--- config.mk ---
export PLATFORM = sky130hd
export DESIGN_NAME = tfca_out_flat
export DESIGN_NICKNAME = d
export VERILOG_FILES = /design/src/hw/rtl/tfca_pkg.sv /design/src/hw/rtl/tfca_if.sv /design/src/hw/rtl/tfca_out.sv /design/src/flat_wrapper.sv
export SDC_FILE = /design/constraint.sdc
export NUM_CORES = 1
export LEC_CHECK = 0
export ABC_AREA = 1
export BUFFER_PORTS_ARGS = -buffer_cell sky130_fd_sc_hd__clkbuf_2
export CORE_ASPECT_RATIO = 0.75
export CORE_MARGIN = 3
export CORE_UTILIZATION = 45
export DETAILED_ROUTE_END_ITERATION = 16
export GPL_TIMING_DRIVEN = 0
export PLACE_DENSITY = 0.77
export RECOVER_POWER = 50
export SKIP_LAST_GASP = 1
export SLEW_MARGIN = 5
export SYNTH_ARGS = -nofsm -noshare
export SYNTH_HDL_FRONTEND = slang
export SYNTH_SLANG_ARGS = --single-unit
--- constraint.sdc ---
create_clock -name clk -period 1.5 [get_ports clk]
set_clock_uncertainty 0.2 [all_clocks]
set_input_delay 0.3 -clock clk [delete_from_list [all_inputs] [get_ports clk]]
set_output_delay 0.3 -clock clk [all_outputs]
set_load 0.005 [all_outputs]
--- src/hw/rtl/tfca_pkg.sv ---
// Types and constants shared by the two-frame command assembler.
// Depends on nothing; every other file imports it.
`timescale 1ns / 1ps
`default_nettype none

package tfca_pkg;

	localparam logic [7:0]  TRAILER_MARK     = 8'h11;
	localparam logic [16:0] HZ_PER_TENTH_MHZ = 17'd100000;
	localparam logic [2:0]  PAYLOAD_LEN_TEST = 3'd5;
	localparam logic [2:0]  PAYLOAD_LEN_CFG  = 3'd0;

	localparam logic MSG_CONFIGURE = 1'b0;
	localparam logic MSG_TEST_DATA = 1'b1;

	localparam int CFG_IDX_W = 2;
	localparam int CFG_DATA_W = 11;

	localparam logic [CFG_IDX_W-1:0] CFG_COMMAND_TYPE = 2'd0;
	localparam logic [CFG_IDX_W-1:0] CFG_FIRST_ID     = 2'd1;
	localparam logic [CFG_IDX_W-1:0] CFG_SECOND_ID    = 2'd2;

	typedef struct packed {
		logic [10:0]     frame_id;
		logic [7:0][7:0] data;
	} frame_t;

	typedef struct packed {
		logic [7:0]  command_type_code;
		logic [10:0] first_frame_id;
		logic [10:0] second_frame_id;
	} cfg_t;

	typedef struct packed {
		logic [31:0] frequency_hz;
		logic [7:0]  tx_power;
		logic [7:0]  modulation;
		logic [7:0]  bandwidth;
		logic [7:0]  spreading_factor;
		logic [7:0]  coding_rate;
		logic [7:0]  test_id;
	} pair_t;

endpackage

`default_nettype wire

--- src/hw/rtl/tfca_if.sv ---
// Handshake channels of the command assembler: received frames, results, register writes.
// Depends on tfca_pkg for the register port widths.
`timescale 1ns / 1ps
`default_nettype none


interface tfca_result_if;
	logic        valid;
	logic        ready;
	logic        msg_kind;
	logic [31:0] frequency_hz;
	logic [7:0]  tx_power;
	logic [7:0]  modulation;
	logic [7:0]  bandwidth;
	logic [7:0]  spreading_factor;
	logic [7:0]  coding_rate;
	logic [2:0]  payload_length;
	logic [7:0]  test_id;
	logic        last;

	modport source (output valid, output msg_kind, output frequency_hz, output tx_power,
		output modulation, output bandwidth, output spreading_factor, output coding_rate,
		output payload_length, output test_id, output last, input ready);
	modport sink (input valid, input msg_kind, input frequency_hz, input tx_power,
		input modulation, input bandwidth, input spreading_factor, input coding_rate,
		input payload_length, input test_id, input last, output ready);
endinterface


`default_nettype wire

--- src/hw/rtl/tfca_out.sv ---
// Result buffer: holds one completed command and delivers its configure and test-data beats.
// Depends on tfca_pkg and the result interface in tfca_if.
`timescale 1ns / 1ps
`default_nettype none

module tfca_out
	import tfca_pkg::*;
(
	input  wire logic      clk,
	input  wire logic      arst_n,
	input  wire logic      load,
	input  wire pair_t     pair,
	output logic           free,
	tfca_result_if.source  result
);

	logic  valid_q;
	logic  second_q;
	pair_t pair_q;

	assign free = !valid_q || (second_q && result.ready);

	always_ff @(posedge clk or negedge arst_n) begin
		if (!arst_n) begin
			valid_q  <= 1'b0;
			second_q <= 1'b0;
		end else if (load) begin
			valid_q  <= 1'b1;
			second_q <= 1'b0;
		end else if (valid_q && result.ready) begin
			if (second_q) begin
				valid_q <= 1'b0;
			end
			second_q <= !second_q;
		end
	end

	always_ff @(posedge clk) begin
		if (load) begin
			pair_q <= pair;
		end
	end

	always_comb begin
		result.valid            = valid_q;
		result.last             = second_q;
		result.msg_kind         = second_q ? MSG_TEST_DATA : MSG_CONFIGURE;
		result.payload_length   = second_q ? PAYLOAD_LEN_TEST : PAYLOAD_LEN_CFG;
		result.test_id          = second_q ? pair_q.test_id : 8'd0;
		result.frequency_hz     = second_q ? 32'd0 : pair_q.frequency_hz;
		result.tx_power         = second_q ? 8'd0 : pair_q.tx_power;
		result.modulation       = second_q ? 8'd0 : pair_q.modulation;
		result.bandwidth        = second_q ? 8'd0 : pair_q.bandwidth;
		result.spreading_factor = second_q ? 8'd0 : pair_q.spreading_factor;
		result.coding_rate      = second_q ? 8'd0 : pair_q.coding_rate;
	end

endmodule

`default_nettype wire

--- src/flat_wrapper.sv ---
// flat-port wrapper written by rule: the top's interface ports become plain ports
module tfca_out_flat import tfca_pkg::*;
  (clk, arst_n, load, pair, free, result_valid, result_msg_kind, result_frequency_hz, result_tx_power, result_modulation, result_bandwidth, result_spreading_factor, result_coding_rate, result_payload_length, result_test_id, result_last, result_ready);
  tfca_result_if result_i ();
  input  wire logic clk;
  input  wire logic arst_n;
  input  wire logic load;
  input  wire pair_t pair;
  output logic free;
  output wire logic [$bits(result_i.valid)-1:0] result_valid;
  output wire logic [$bits(result_i.msg_kind)-1:0] result_msg_kind;
  output wire logic [$bits(result_i.frequency_hz)-1:0] result_frequency_hz;
  output wire logic [$bits(result_i.tx_power)-1:0] result_tx_power;
  output wire logic [$bits(result_i.modulation)-1:0] result_modulation;
  output wire logic [$bits(result_i.bandwidth)-1:0] result_bandwidth;
  output wire logic [$bits(result_i.spreading_factor)-1:0] result_spreading_factor;
  output wire logic [$bits(result_i.coding_rate)-1:0] result_coding_rate;
  output wire logic [$bits(result_i.payload_length)-1:0] result_payload_length;
  output wire logic [$bits(result_i.test_id)-1:0] result_test_id;
  output wire logic [$bits(result_i.last)-1:0] result_last;
  input wire logic [$bits(result_i.ready)-1:0] result_ready;
  assign result_valid = result_i.valid;
  assign result_msg_kind = result_i.msg_kind;
  assign result_frequency_hz = result_i.frequency_hz;
  assign result_tx_power = result_i.tx_power;
  assign result_modulation = result_i.modulation;
  assign result_bandwidth = result_i.bandwidth;
  assign result_spreading_factor = result_i.spreading_factor;
  assign result_coding_rate = result_i.coding_rate;
  assign result_payload_length = result_i.payload_length;
  assign result_test_id = result_i.test_id;
  assign result_last = result_i.last;
  assign result_i.ready = result_ready;
  tfca_out u_core (.clk(clk), .arst_n(arst_n), .load(load), .pair(pair), .free(free), .result(result_i));
endmodule
After elaboration in Yosys (flattened, before gate mapping)
Cells that the tools add are included.
{"block": "classes", "addsub": 0, "mul": 0, "div": 0, "n_lt_le_gt_ge": 0, "eq_ne": 0, "n_shift": 0, "muxes": 14, "bitwise": 0, "reduce_logical": 8}
{"cell": "$mux 8", "count": 6}
{"cell": "$mux 32", "count": 1}
{"cell": "$mux 1", "count": 6}
{"cell": "$reduce_bool 2->1", "count": 2}
{"cell": "$mux 3", "count": 1}
{"cell": "$logic_and 1x1->1", "count": 2}
{"cell": "$logic_not 1->1", "count": 2}
{"cell": "$reduce_and 2->1", "count": 1}
{"cell": "$logic_or 1x1->1", "count": 1}
{"block": "word_totals", "reg_bits": 82, "latch_bits": 0, "ramBits": 0, "romBits": 0, "inputBits": 84, "n_memories": 0}

Longest topological paths before layout
{"block": "depth", "word_depth": 3, "mapped_depth": 4, "ltp_nobuf": 4}

Least setup slack after synthesis
OpenSTA, ideal clock, no wires.
{"block": "synth_timing", "kind": "register to output", "startpoint": "register u_core.second_q (netlist: u_core.result.last)", "endpoint": "output result_bandwidth[0]", "arrival_ps": 824, "t_required_ps": 1000, "slack_ps": 176, "stages_incl_launch_ff": 4, "cell_sequence": "dfrtp_1 > buf_6 > buf_6 > nor2_1"}
{"block": "synth_between", "elab_chain_len": 1}
{"element": "start, declared", "line_no": "tfca_out.sv:18", "source": "logic second_q;"}
{"element": "start signal, assigned", "line_no": "tfca_out.sv:34", "source": "second_q <= !second_q;"}
{"element": "$mux 8", "line_no": "tfca_out.sv:53", "source": "result.bandwidth = second_q ? 8'd0 : pair_q.bandwidth;"}
{"element": "end, declared", "line_no": "flat_wrapper.sv:15", "source": "output wire logic [$bits(result_i.bandwidth)-1:0] result_bandwidth;"}
No other way between the ends.

Worst setup path in the final report
{"block": "layout_timing", "startpoint": "register u_core.second_q (netlist: u_core.result.last)", "endpoint": "output result_coding_rate[1]"}
{"block": "layout_between", "elab_chain_len": 1}
{"element": "$mux 8", "line_no": "tfca_out.sv:55", "source": "result.coding_rate = second_q ? 8'd0 : pair_q.coding_rate;"}
{"element": "end, declared", "line_no": "flat_wrapper.sv:17", "source": "output wire logic [$bits(result_i.coding_rate)-1:0] result_coding_rate;"}
No other way between the ends.

==> impl_metrics.xml <==
<?xml version="1.0" encoding="UTF-8"?>
<metrics>
  <group name="floorplanning">
    <metric name="num_rows" unit="">26</metric>
    <metric name="num_io_pins" unit="">171</metric>
    <metric name="floorplan.die.height" unit="um">79.27</metric>
    <metric name="die-width" unit="um">103.7</metric>
    <metric name="starting_density_of_the_core" unit="">0.4692</metric>
    <metric name="floorplan.core_area" unit="um^2">6864</metric>
    <metric name="overall_die_area" unit="um^2">8219</metric>
  </group>
  <group name="place">
    <metric name="buffer_ports.inserted" unit="">169</metric>
    <metric name="hpwl_dp" unit="um">5190</metric>
    <metric name="gpl.final_weighted_congestion" unit="">0.7309</metric>
    <metric name="post-place-ws" unit="ns">-0.1309</metric>
  </group>
  <group name="run_status">
    <metric name="failed_checks" unit="">negative setup slack</metric>
    <metric name="run_status" unit="">finished with violations</metric>
  </group>
  <group name="timing">
    <metric name="grt_setup_unrepaired" unit="">yes</metric>
    <metric name="whs" unit="ns">0.04730</metric>
    <metric name="setup_viol_count_final" unit="">122</metric>
    <metric name="period_minus_ws_final" unit="ns">1.841</metric>
    <metric name="final-max-slew-violation-count" unit="">0</metric>
    <metric name="worst_slew_margin_rel" unit="">0.3961</metric>
    <metric name="finalWorstSetupSlack" unit="ns">-0.3405</metric>
    <metric name="finalHoldViolCount" unit="">0</metric>
    <metric name="finalCritPeriodShare" unit="">1.227</metric>
    <metric name="worstMarginPinSlew" unit="ns">0.9059</metric>
    <metric name="maxClockFrequency" unit="GHz">0.5433</metric>
  </group>
  <group name="logic_synthesis">
    <metric name="yosysWarnings" unit="">0</metric>
    <metric name="syn-cell-area" unit="um^2">3221</metric>
    <metric name="ys_ff_latch" unit="">82</metric>
    <metric name="syn_area_per_cell" unit="um^2">12.11</metric>
    <metric name="seq_area_frac_synth" unit="">0.7615</metric>
    <metric name="post_synth_inst_count" unit="">266</metric>
    <metric name="synth_nets" unit="">350</metric>
    <metric name="post_synth_cell_types" unit="">10</metric>
  </group>
  <group name="grt">
    <metric name="antenna_found_initial" unit="">0</metric>
    <metric name="grt_first_pass_wirelength" unit="um">14010</metric>
    <metric name="first_global_vias" unit="">2856</metric>
    <metric name="track_usage" unit="">0.2214</metric>
    <metric name="maximum_number_of_pins_on_one_net_before_global_route_repair" unit="">48</metric>
    <metric name="globalRoute.totalOverflow" unit="">0</metric>
  </group>
  <group name="worst_setup_path">
    <metric name="cp.buffers_inverters" unit="">3</metric>
    <metric name="worst_path_dominant_cell_family" unit="">buffers and inverters</metric>
    <metric name="worstSetupPathType" unit="">register to primary output</metric>
    <metric name="path_cells" unit="">buf_12 -&gt; buf_8 -&gt; nor2_2 -&gt; clkbuf_2</metric>
    <metric name="crit_path_required_time" unit="ns">1.00</metric>
    <metric name="reg2reg_from" unit="">u_core.result.last</metric>
    <metric name="crit_path_max_incr_delay" unit="ns">0.43</metric>
    <metric name="crit_path_end_kind" unit="">primary output</metric>
    <metric name="timing.critical_path.from_type" unit="">register</metric>
    <metric name="startpoint" unit="">u_core.result.last</metric>
    <metric name="cp_max_fo" unit="">10</metric>
    <metric name="slowest_stage" unit="">sky130_fd_sc_hd__dfrtp_2</metric>
    <metric name="timing.critical_path.arrival" unit="ns">1.34</metric>
  </group>
  <group name="clocking">
    <metric name="cts_buffer_depth" unit="">2</metric>
    <metric name="cts_sinks" unit="">82</metric>
    <metric name="tritoncts.num_buffers" unit="">9</metric>
    <metric name="clock_pin_slew_worst_setup_and_hold_paths" unit="ns">0.07</metric>
    <metric name="clk_latency" unit="ns">0.33</metric>
    <metric name="tritoncts" unit="">done</metric>
    <metric name="htree_num_levels" unit="">3</metric>
    <metric name="cts_root_buf" unit="">sky130_fd_sc_hd__clkbuf_8</metric>
  </group>
  <group name="drt">
    <metric name="detail_route.wl_per_cell" unit="um">14.38</metric>
    <metric name="ant_nets" unit="">0</metric>
    <metric name="avgViaCountPerCell" unit="">4.371</metric>
    <metric name="route.final.wire_length" unit="um">9074</metric>
    <metric name="detailedRoute.firstIterationViolations" unit="">150</metric>
    <metric name="drc" unit="">0</metric>
    <metric name="detailedRoute.firstPassIterationCount" unit="">4</metric>
    <metric name="routed-via-count" unit="">2758</metric>
  </group>
  <group name="min_path">
    <metric name="min_from" unit="">result_ready</metric>
    <metric name="min-delay-path-class" unit="">primary input to register</metric>
  </group>
  <group name="finish">
    <metric name="area_growth_syn_to_fin" unit="%">66.51</metric>
    <metric name="fin_nets" unit="">613</metric>
    <metric name="drive_above_1_share" unit="">0.4447</metric>
    <metric name="antennaDiodeCount" unit="">0</metric>
  </group>
  <group name="power">
    <metric name="cellPowerDensity" unit="nW/um^2">1013</metric>
    <metric name="peakVddDrop" unit="V">0.0006707</metric>
    <metric name="leakagePower" unit="nW">2.703</metric>
    <metric name="report.power.total" unit="mW">5.430</metric>
  </group>
  <group name="job">
    <metric name="drv.max_cap_violation_count" unit="">0</metric>
  </group>
</metrics>
state kept, by name, indices dropped and copies added, names as in the netlist:
signal	flops
u_core.result.last	1
u_core.pair_q	80
u_core.result.valid	1
cell families after synthesis:
kind of cell / synth area share
AND/OR/NAND/NOR: 0.1041
buffers and inverters: 0.1333
flip-flops: 0.7615
other: 0.001164
path summary, 6_finish.rpt:
check | end | slack (ns) | depth (start not counted)
hold reg to reg | u_core.result.valid | 0.35 | 2
max in group asynchronous | u_core.result.last | 0.86 | 2
hold / removal | u_core.result.last | 0.05 | 4
setup reg to reg | u_core.result.last | 0.44 | 4
setup / recovery | result_coding_rate[1] | -0.34 | 4
min in group asynchronous | u_core.result.valid | 0.10 | 2
cell usage in the layout, fill, tap and decap left out, drive strengths merged:
| master | synthesis | layout |
|---|---|---|
| nor2 | 73 | 73 |
| dfrtp | 2 | 2 |
| clkinv | 0 | 3 |
| buf | 13 | 31 |
| edfxtp | 80 | 80 |
| clkbuf | 0 | 163 |
| nand2 | 15 | 15 |
| bufinv | 0 | 1 |
| nand3 | 1 | 1 |
| dlygate4sd3 | 0 | 81 |
| inv | 81 | 81 |
| clkinvlp | 0 | 1 |
| conb | 1 | 1 |
repair_timing:
| item | CTS | global route |
|---|---|---|
| setup endpoints to repair | 84 | 85 |
| hold endpoints to repair | 82 | 0 |
| gates resized for setup | 21 | 48 |
| setup buffers | 1 | 0 |
| hold buffers | 81 | 0 |
worst min-delay path, delay by kind of cell:
family / cells / cell delay (ns)
buffers and inverters: 1 / 0.09
and+or+nand+nor: 3 / 0.17
synthesized netlist by cell type:
master / number / area [um^2]
sky130_fd_sc_hd__edfxtp_1: 80 / 2402
sky130_fd_sc_hd__nor2_1: 73 / 274.0
sky130_fd_sc_hd__inv_1: 81 / 304.0
sky130_fd_sc_hd__buf_4: 4 / 30.03
sky130_fd_sc_hd__nand2_1: 15 / 56.30
sky130_fd_sc_hd__conb_1: 1 / 3.750
sky130_fd_sc_hd__buf_6: 8 / 90.09
sky130_fd_sc_hd__buf_2: 1 / 5.000
sky130_fd_sc_hd__dfrtp_1: 2 / 50.05
sky130_fd_sc_hd__nand3_1: 1 / 5.000
report_power, final:
part           switching, mW  internal, mW  leakage (nW)
registers             0.0618          2.72         0.804
clock network          0.742         0.758        0.0921
logic                  0.555         0.596          1.81
routing by layer:
layer  global-route usage  part of all wire
met1               0.2415              0.37
met2               0.4021              0.53
met3              0.08692             0.085
met4              0.06906             0.018
met5                    0                 0
final cells by class:
cell class	instances	area [um^2]
multi-input cells	90	469.2
fillers	415	1501
clock buffers	10	127.6
well taps	98	122.6
inverters	81	304.0
clock inverters	5	56.30
flip-flops and latches	82	2454
repair buffers	252	1682
plain buffers	13	147.6
metrics by stage:
stage	instance area (um^2)	std cells	TNS, ns	utilization
after floorplan	3221	266	0	-
after global placement	4189	533	-67.37	0.6103
after detailed placement	4212	534	-6.228	0.6136
after CTS	5276	631	-24.30	0.7687
after global routing	5363	631	-33.24	0.7813
final	5363	631	-23.76	0.7813
Power figures use the tool's default switching activity.
