===== src/hw/rtl/tfca_pkg.sv =====
// Types and constants shared by the two-frame command assembler.
// Depends on nothing; every other file imports it.
`timescale 1ns / 1ps
`default_nettype none

package tfca_pkg;

	localparam logic [7:0]  TRAILER_MARK     = 8'h11;
	localparam logic [16:0] HZ_PER_TENTH_MHZ = 17'd100000;
	localparam logic [2:0]  PAYLOAD_LEN_TEST = 3'd5;
	localparam logic [2:0]  PAYLOAD_LEN_CFG  = 3'd0;

	localparam logic MSG_CONFIGURE = 1'b0;
	localparam logic MSG_TEST_DATA = 1'b1;

	localparam int CFG_IDX_W = 2;
	localparam int CFG_DATA_W = 11;

	localparam logic [CFG_IDX_W-1:0] CFG_COMMAND_TYPE = 2'd0;
	localparam logic [CFG_IDX_W-1:0] CFG_FIRST_ID     = 2'd1;
	localparam logic [CFG_IDX_W-1:0] CFG_SECOND_ID    = 2'd2;

	typedef struct packed {
		logic [10:0]     frame_id;
		logic [7:0][7:0] data;
	} frame_t;

	typedef struct packed {
		logic [7:0]  command_type_code;
		logic [10:0] first_frame_id;
		logic [10:0] second_frame_id;
	} cfg_t;

	typedef struct packed {
		logic [31:0] frequency_hz;
		logic [7:0]  tx_power;
		logic [7:0]  modulation;
		logic [7:0]  bandwidth;
		logic [7:0]  spreading_factor;
		logic [7:0]  coding_rate;
		logic [7:0]  test_id;
	} pair_t;

endpackage

`default_nettype wire


===== src/hw/rtl/tfca_decode.sv =====
// Frame decoder: header/trailer matching, held header bytes, checksum and frequency scaling.
// Depends on tfca_pkg.
`timescale 1ns / 1ps
`default_nettype none

module tfca_decode
	import tfca_pkg::*;
(
	input  wire logic   clk,
	input  wire logic   arst_n,
	input  wire cfg_t   cfg,
	input  wire frame_t frame_s1,
	input  wire logic   fire,
	output logic        emit,
	output pair_t       pair
);

	logic            awaiting_q;
	logic [7:0][7:0] held_q;
	logic            is_header;
	logic            is_trailer;
	logic [7:0]      sum;
	logic [15:0]     tenths;
	logic [32:0]     product;

	assign is_header  = (frame_s1.frame_id == cfg.first_frame_id)
		&& (frame_s1.data[0] == cfg.command_type_code);
	assign is_trailer = (frame_s1.frame_id == cfg.second_frame_id)
		&& (frame_s1.data[0] == TRAILER_MARK);

	assign sum = ((held_q[0] + held_q[1]) + (held_q[2] + held_q[3]))
		+ ((held_q[4] + held_q[5]) + (held_q[6] + held_q[7]))
		+ (frame_s1.data[1] + frame_s1.data[2]);

	assign emit = fire && awaiting_q && is_trailer && (sum == frame_s1.data[3]);

	assign tenths  = {held_q[3], held_q[4]};
	assign product = {17'd0, tenths} * {16'd0, HZ_PER_TENTH_MHZ};

	always_comb begin
		pair.frequency_hz     = product[31:0];
		pair.tx_power         = held_q[5];
		pair.modulation       = held_q[6];
		pair.bandwidth        = held_q[7];
		pair.spreading_factor = frame_s1.data[1];
		pair.coding_rate      = frame_s1.data[2];
		pair.test_id          = held_q[2];
	end

	always_ff @(posedge clk or negedge arst_n) begin
		if (!arst_n) begin
			awaiting_q <= 1'b0;
		end else if (fire) begin
			awaiting_q <= !awaiting_q && is_header;
		end
	end

	always_ff @(posedge clk) begin
		if (fire && !awaiting_q && is_header) begin
			held_q <= frame_s1.data;
		end
	end

endmodule

`default_nettype wire


===== config.mk =====
export PLATFORM = sky130hd
export DESIGN_NAME = tfca_decode
export DESIGN_NICKNAME = d
export VERILOG_FILES = /design/src/hw/rtl/tfca_pkg.sv /design/src/hw/rtl/tfca_decode.sv
export SDC_FILE = /design/constraint.sdc
export NUM_CORES = 1
export LEC_CHECK = 0
export BUFFER_PORTS_ARGS = -buffer_cell sky130_fd_sc_hd__buf_4
export CAP_MARGIN = 5
export CORE_UTILIZATION = 38
export DETAILED_ROUTE_END_ITERATION = 16
export PLACE_DENSITY = 0.69
export SETUP_SLACK_MARGIN = 0.15
export SYNTH_ARGS = -nofsm -noshare
export SYNTH_HDL_FRONTEND = slang
export SYNTH_SLANG_ARGS = --single-unit

===== constraint.sdc =====
create_clock -name clk -period 7.7 [get_ports clk]
set_clock_uncertainty 0.05 [all_clocks]
set_input_delay 0.385 -clock clk [delete_from_list [all_inputs] [get_ports clk]]
set_output_delay 0.385 -clock clk [all_outputs]
set_load 0.005 [all_outputs]

# Word level (Yosys, flattened, before mapping)
# Cells that the tools add are included.
# totals
regBits,65
inputBits,108
out_inout_bits,81
elab_cells,33
# classes
addsub,9
multipliers,1
n_eq_ne,5
n_reduce_logical,9
# op_table
cell,n
$add A8 B8 Y8,9
$mul A16 B12 Y27 const B,1
$eq A11 B11 Y1,2
$eq A8 B8 Y1,2
$eq A8 B5 Y1 const B,1
$logic_and A1 B1 Y1,8
$logic_not A1 Y1,1

# Logic depth before layout (Yosys ltp)
# Gate-level depths: netlist of the first run.
# depth
ltp_word,6
mapped_depth,19
mapped_depth_nobuf,19

# Worst setup path after synthesis of the first run
# No wires, ideal clock.
# synth_timing
path_type,input -> register
startpoint,input frame_s1[5] (netlist bit)
endpoint,"register held_q[0] (netlist bit), enable pin"
setup_time_ns,0.648
arrival_ns,7.199
setup_slack_ns,-0.197
stages,4
path_buffers,0
cell_sequence,xor2_1 nor4_1 nand4_1 nor4_1
# synth_via
elab_chain_cells,3
# synth_rtl
element,line,rtl
from (decl),tfca_decode.sv:12,"input wire frame_t frame_s1,"
$eq A8 B8 Y1,tfca_decode.sv:27,&& (frame_s1.data[0] == cfg.command_type_code);
$logic_and A1 B1 Y1,tfca_decode.sv:27,
$logic_and A1 B1 Y1,tfca_decode.sv:59,if (fire && !awaiting_q && is_header) begin
to (signal assigned),tfca_decode.sv:60,held_q <= frame_s1.data;
to (decl),tfca_decode.sv:19,logic [7:0][7:0] held_q;
# No other way between the ends.
# A chain may end at the register's enable or synchronous reset.

# Worst setup path in the final report of the first run
# layout_timing
startpoint,register held_q (netlist bit pair[26])
endpoint,output emit
# layout_via
elab_chain_cells,6
# layout_rtl
element,line,rtl
$add A8 B8 Y8 (3 in series),tfca_decode.sv:32,+ ((held_q[4] + held_q[5]) + (held_q[6] + held_q[7]))
$add A8 B8 Y8,tfca_decode.sv:33,+ (frame_s1.data[1] + frame_s1.data[2]);
$eq A8 B8 Y1,tfca_decode.sv:35,assign emit = fire && awaiting_q && is_trailer && (sum == frame_s1.data[3]);
$logic_and A1 B1 Y1,tfca_decode.sv:35,
to (decl),tfca_decode.sv:14,"output logic emit,"
# No other way between the ends.

==> results of run 1 <==
[what timing repair did]
item | 4_1_cts | 5_1_grt
hold buffers | 1 | 0
resized for setup | 0 | 0
endpoints found under the hold margin | 1 | 0
[per-layer routing]
metal	part of all wire	vias up	GRT usage
met5	0	-	0
met4	0.0069	0	0.0272
met3	0.055	9	0.0421
met2	0.50	123	0.263
met1	0.44	2275	0.213
li1	-	2321	-
[worst max-delay path by stage]
stage                    startpoint  cells past startpoint             endpoint
4_1_cts        held_q[26]$_DFFE_PP_                     16                 emit
3_5_place_dp           frame_s1[10]                     17                 emit
2_1_floorplan           frame_s1[5]                      4  held_q[0]$_DFFE_PP_
5_1_grt        held_q[26]$_DFFE_PP_                     16                 emit
6_report         pair[26]$_DFFE_PP_                     16                 emit
3_3_place_gp           frame_s1[10]                     16                 emit
[cell usage in the layout, fill, tap and decap left out, drive strengths merged, types with 6 or more instances in the layout]
cell type    n
edfxtp      64
a21oi       21
clkbuf       9
o21ai        6
ha         108
buf        184
a21o         9
nor2         6
xor2        26
inv        125
fa          94
xnor2       57
nand4        8
nand2        7
o21bai       6
[cell type report]
class,count,area (um2)
Fill cell,1729,9820
Timing Repair Buffer,185,1390
Clock buffer,9,225
Antenna cell,1,2.50
Multi-Input combinational cell,394,4660
Tap cell,260,325
Inverter,125,469
Clock inverter,7,119
Sequential cell,65,1950
[flip-flops by register name, indices dropped and copies added, names as in the netlist]
name,flops
held_q,32
awaiting_q,1
pair,32
[kinds of logic after synthesis]
kind of cell / count (synthesis) / share of synthesized area
and+or+nand+nor: 45 / 0.0337
DFF: 65 / 0.261
other: 1 / 0.000503
AOI/OAI and AO/OA: 59 / 0.0554
xor gates and xnor gates: 83 / 0.0975
buffers and inverters: 180 / 0.118
adders and majority gates: 202 / 0.434
[synthesized netlist by cell type (all sizes together) (7+ instances only)]
cell type,n
a21o,9
a21oi,21
buf,55
edfxtp,64
fa,94
ha,108
inv,125
nand2,7
nand4,8
xnor2,57
xor2,26
[per-stage QoR]
| step | area [um2] | hold WS [ns] | utilization | std cells |
|---|---|---|---|---|
| after global routing | 9140 | 0.154 | 0.482 | 1045 |
| after floorplan | 7480 | 0.0394 | - | 639 |
| final | 9140 | 0.172 | 0.482 | 1046 |
| after CTS | 9140 | 0.159 | 0.482 | 1045 |
| after detailed placement | 8780 | 0.112 | 0.463 | 1028 |
| after global placement | 8780 | 0.110 | 0.463 | 1028 |
[critical path, stage by stage (launching register included)]
cell,delay [ns]
edfxtp_1,0.42
fa_1,0.56
inv_1,0.05
fa_1,0.46
fa_1,0.52
fa_1,0.56
inv_1,0.06
fa_1,0.53
inv_1,0.07
fa_1,0.45
xor2_1,0.17
xnor2_1,0.12
nor4_1,0.19
nand4_1,0.15
nor3_1,0.16
and3_1,0.17
buf_4,0.11
[power by group]
| part | internal, mW | switching (mW) |
|---|---|---|
| combinational | 0.151 | 0.128 |
| clock | 0.316 | 0.156 |
| sequential | 0.388 | 0.00000149 |
| total | 0.855 | 0.284 |
==> impl_results.md, run 1 <==
- Number of synthesized flops with an enable pin: 64
- Nets: 1,090
- Worst vdd ir: roughly 0.00013 V
- Fmax: 181 MHz
- PD cells: 125 nW/um2
- Relative slew margins: 0.438
- Final ANT Viol Nets: 0
- Ys Warns: 0
- DRC violations left: 0
- H-tree depth: 3
- Port-buffer cells: 183
- Setup CP Type: register to output port
- Clock Latency Late Sink: 0.33 ns
- Setup TNS Final: 0 ns
- RD Place Congestion: 0.846
- DR iter-0 viols: around 180
- Area leader, netlist: edfxtp_1
- Core area: 19,000 um2
- Async SR Flop Fraction: 0.0154
- Global-route wire length before repair: roughly 24 mm
- CTS tree: done
- Pre-CTS setup slack: 2.40 ns
- Largest net degree at the start of global routing: 66
- FF+latch count, synth: 65
- Post-synth cell types: 37
- Max cap viols: 0
- Slew Viols, Final: 0
- TritonRoute pass-1 iters: 4
- Routed wire per std cell: around 15 um
- Critical Path Source Type: register
- Via count: 4,728
- Total Wirelength: roughly 16 mm
- Fin crit share: 0.716
- Inserted Clock Buffers: 9
- Mapped Avg Cell Area: around 12 um2
- Initial Util: 0.393
- Fin. Hold Viols: 0
- Reg2reg path depth: 4
- Worst Path Arrival: 5.08 ns
- Fin crit period: 5.51 ns
- Hpwl dp: 14.0 mm
- Vias/cell: 4.52
- Hold Crit Depth: 1
- # rows: 50
- Vias in the first global route: 4,815
- Reg2reg end: held_q[31]$_DFFE_PP_
- Min-delay worst type: primary input to register
- Final worst setup slack: 2.19 ns
- RSZ-0062 raised after global routing: false
- Layout Area Growth over Synthesis: 22.5%
- Worst-path clk slew: 0.06 ns
- Global route total overflow: 0
- Start point of the worst hold path: frame_s1[45]
- R2R Setup Slk: roughly 5.5 ns
- Die span in y: 142 um
- Crit path required time: 7.26 ns
- Post-CTS Setup Bufs: 0
- Clock Sink Count: 65
- Area fraction of the dominant cell type after synthesis: 0.258
- Ys flop type: edfxtp_1
- Setup crit end kind: output port
- Setup violators final: 0
- Worst-path maximum fanout: 2
- CTS max path bufs: 2
- Root buffer cell: clkbuf_16
- Total GRT Usage: 0.160
- Syn Inst Count: 635
- Origin of the critical flop-to-flop path: awaiting_q$_DFFE_PN0P_
- Die area: a little over 20,000 um2
- Outcome: completed
- Leakage power: 4.36 nW
- Mapped cell area: 7460 um2
- Endpoint, Worst Hold: pair[45]$_DFFE_PP_
- Worst slew pin tran: around 0.84 ns
- Top Ports: roughly 190
- Largest cells by area after synthesis: edfxtp_1 26%, fa_1 25%, ha_1 18%
- Die width: 142 um
- Initial antenna violation count: 1
- Design Power: 1.14 mW
- Post-synthesis sequential area ratio: 0.261
- Layout cells sized above 1: 0.266
Note: power is estimated with default switching activity, not from simulation.
==> run 2: changes to the inputs <==
clock period = 4.6 ns   (was 7.7 ns; I/O delays follow)
==> impl_results.md, run 2 (synthesized netlist as in run 1, its figures left out) <==
- Crit-path cells: fa_1 -> inv_1 -> fa_1 -> fa_1 -> fa_1 -> inv_1 -> fa_1 -> inv_1 -> fa_2 -> xor2_1 -> xnor2_1 -> nor4_2 -> nand4_1 -> nor3_2 -> and3_1 -> buf_4
- Max cap viols: 0 (unchanged)
- Clock Sink Count: 65 (unchanged)
- Nets: 1,178 (+8.1%)
- Filler Cells Inserted: 1,602 (-7.3%)
- Min-delay worst type: primary input to register
- Largest net degree at the start of global routing: 66 (unchanged)
- Total Wirelength: 17.9 mm (+12%)
- DRC violations left: 0 (unchanged)
- Die span in y: 142 um (unchanged)
- Post-placement cell area: 9220 um2 (+5.0%)
- Global route total overflow: 0 (unchanged)
- Initial antenna violation count: 0 (-1)
- Setup crit end kind: output port
- Most numerous cell on the critical path: fa_1
- Setup CP Type: register to output port
- Clock Latency Late Sink: 0.33 ns (about the same)
- Fin. Hold Viols: 0 (unchanged)
- Most frequent cells in the layout: 252 x buf_4, 117 x inv_1, 89 x fa_1
- Worst vdd ir: 0.000228 V (+80%)
- Failing checks: negative setup slack
- RSZ-0062 raised after global routing: true
- Crit path required time: 4.32 ns (-2.94 ns)
- Delay-heaviest family, CP: adder cells
- Port-buffer cells: 183 (unchanged)
- Worst slew pin tran: 0.844 ns (+0.00148 ns)
- Final worst setup slack: -0.535 ns (-2.72 ns)
- Global-route wire length before repair: 27.7 mm (+13%)
- Worst-path clk slew: 0.06 ns (about the same)
- TritonRoute pass-1 iters: 6 (+2)
- Layout Area Growth over Synthesis: 42.1%
- Slew Viols, Final: 0 (unchanged)
- Slowest-stage cell, CP: fa_1
- Pre-CTS setup slack: -0.311 ns (-2.71 ns)
- Worst-path maximum fanout: 2 (unchanged)
- Total GRT Usage: 0.180 (+0.0206)
- Hpwl dp: 14.4 mm (+3.0%)
- Inserted Clock Buffers: 9 (unchanged)
- Register area: 1950 um2 (unchanged)
- Outcome: finished with violations
- Layout cells sized above 1: 0.442 (+0.176)
- Root buffer cell: clkbuf_16
- # diodes: 0 (-1)
- CTS max path bufs: 2 (unchanged)
- H-tree depth: 3 (unchanged)
- Fin crit period: 5.14 ns
- Die area: 20,200 um2 (unchanged)
- Routed wire per std cell: 15.8 um (+3.7%)
- Fin crit share: 1.12
- Relative slew margins: 0.437 (-0.000989)
- Critical Path Source Type: register
- Vias in the first global route: 5,458 (+13%)
- CTS tree: done
- Setup TNS Final: -1.79 ns (-1.79 ns)
- Worst Path Arrival: 4.86 ns (-0.22 ns)
- Setup violators final: 12 (+12)
- Top Ports: 189 (unchanged)
- Fmax: 195 MHz
- Leakage power: 4.85 nW (+11%)
- RD Place Congestion: 0.837 (-1.1%)
- Area occupied by multi-input gates: 5410 um2 (+16%)
- Die width: 142 um (unchanged)
- Most common cell after layout, fill and taps aside: buf_4
- Initial Util: 0.393 (unchanged)
- Vias/cell: 4.54 (+0.39%)
- DR iter-0 viols: 137 (-26%)
- Worst path max stage delay: 0.57 ns (about the same)
- Worst Path Buf+Inv: 4 (unchanged)
- # rows: 50 (unchanged)
- Design Power: 1.89 mW (+66%)
- Core area: 19,000 um2 (unchanged)
- Final ANT Viol Nets: 0 (unchanged)
- PD cells: 178 nW/um2 (+43%)
- Via count: 5,141 (+8.7%)
- Design Area, Final: 10,600 um2 (+16%)
-- run 2: what timing repair did --
item	4_1_cts	5_1_grt
gates resized for setup	90	41
pin swaps	64	55
buffers inserted	23	7
endpoints found under the hold margin	1	0
endpoints found under the setup margin	17	17
cloned	0	0
hold buffers	1	0
-- run 2: path summary, 6_finish.rpt --
path / from / cells past startpoint / end / slack, ns
max: pair[2]$_DFFE_PP_ / 16 / emit / -0.54
min in group asynchronous: arst_n / 2 / awaiting_q$_DFFE_PN0P_ / 0.16
min: frame_s1[61] / 1 / pair[29]$_DFFE_PP_ / 0.03
max in group asynchronous: arst_n / 2 / awaiting_q$_DFFE_PN0P_ / 4.26
max reg2reg: awaiting_q$_DFFE_PN0P_ / 4 / held_q[14]$_DFFE_PP_ / 2.35
min reg2reg: awaiting_q$_DFFE_PN0P_ / 1 / awaiting_q$_DFFE_PN0P_ / 0.46
-- run 2: final cells by class --
cell class / instances / share of cell area
clock buffer: 9 / 0.0213
multi-input combinational: 394 / 0.510
sequential: 65 / 0.184
clock inverter: 7 / 0.00897
inverter: 125 / 0.0443
tap: 260 / 0.0307
timing repair buffer: 273 / 0.201
-- run 2: per-layer routing --
layer	share of wire	track usage	vias up
li1	-	-	2493
met1	0.43	0.238	2512
met2	0.52	0.314	126
met3	0.047	0.0320	10
met4	0.0063	0.0289	0
met5	0	0	-
-- run 2: metrics by stage --
step	hold WS [ns]	util	cells
after floorplan	-0.116	-	639
final	0.0253	0.559	1133
after detailed placement	-0.0422	0.486	1086
after global routing	0.0128	0.559	1133
after global placement	-0.0409	0.486	1086
after CTS	0.0122	0.545	1126
-- run 2: power by group --
part           internal (mW)  switching, mW  total (mW)
registers              0.650     0.00000189       0.650
logic                  0.274          0.233       0.507
clock network          0.474          0.258       0.732
-- run 2: worst register-to-register path, stage by stage, from the launching register on --
cell and delay [ns]:
dfrtp_1 0.39, nor3_1 0.22, nand4_1 0.18, nor4_4 0.29, buf_4 0.70
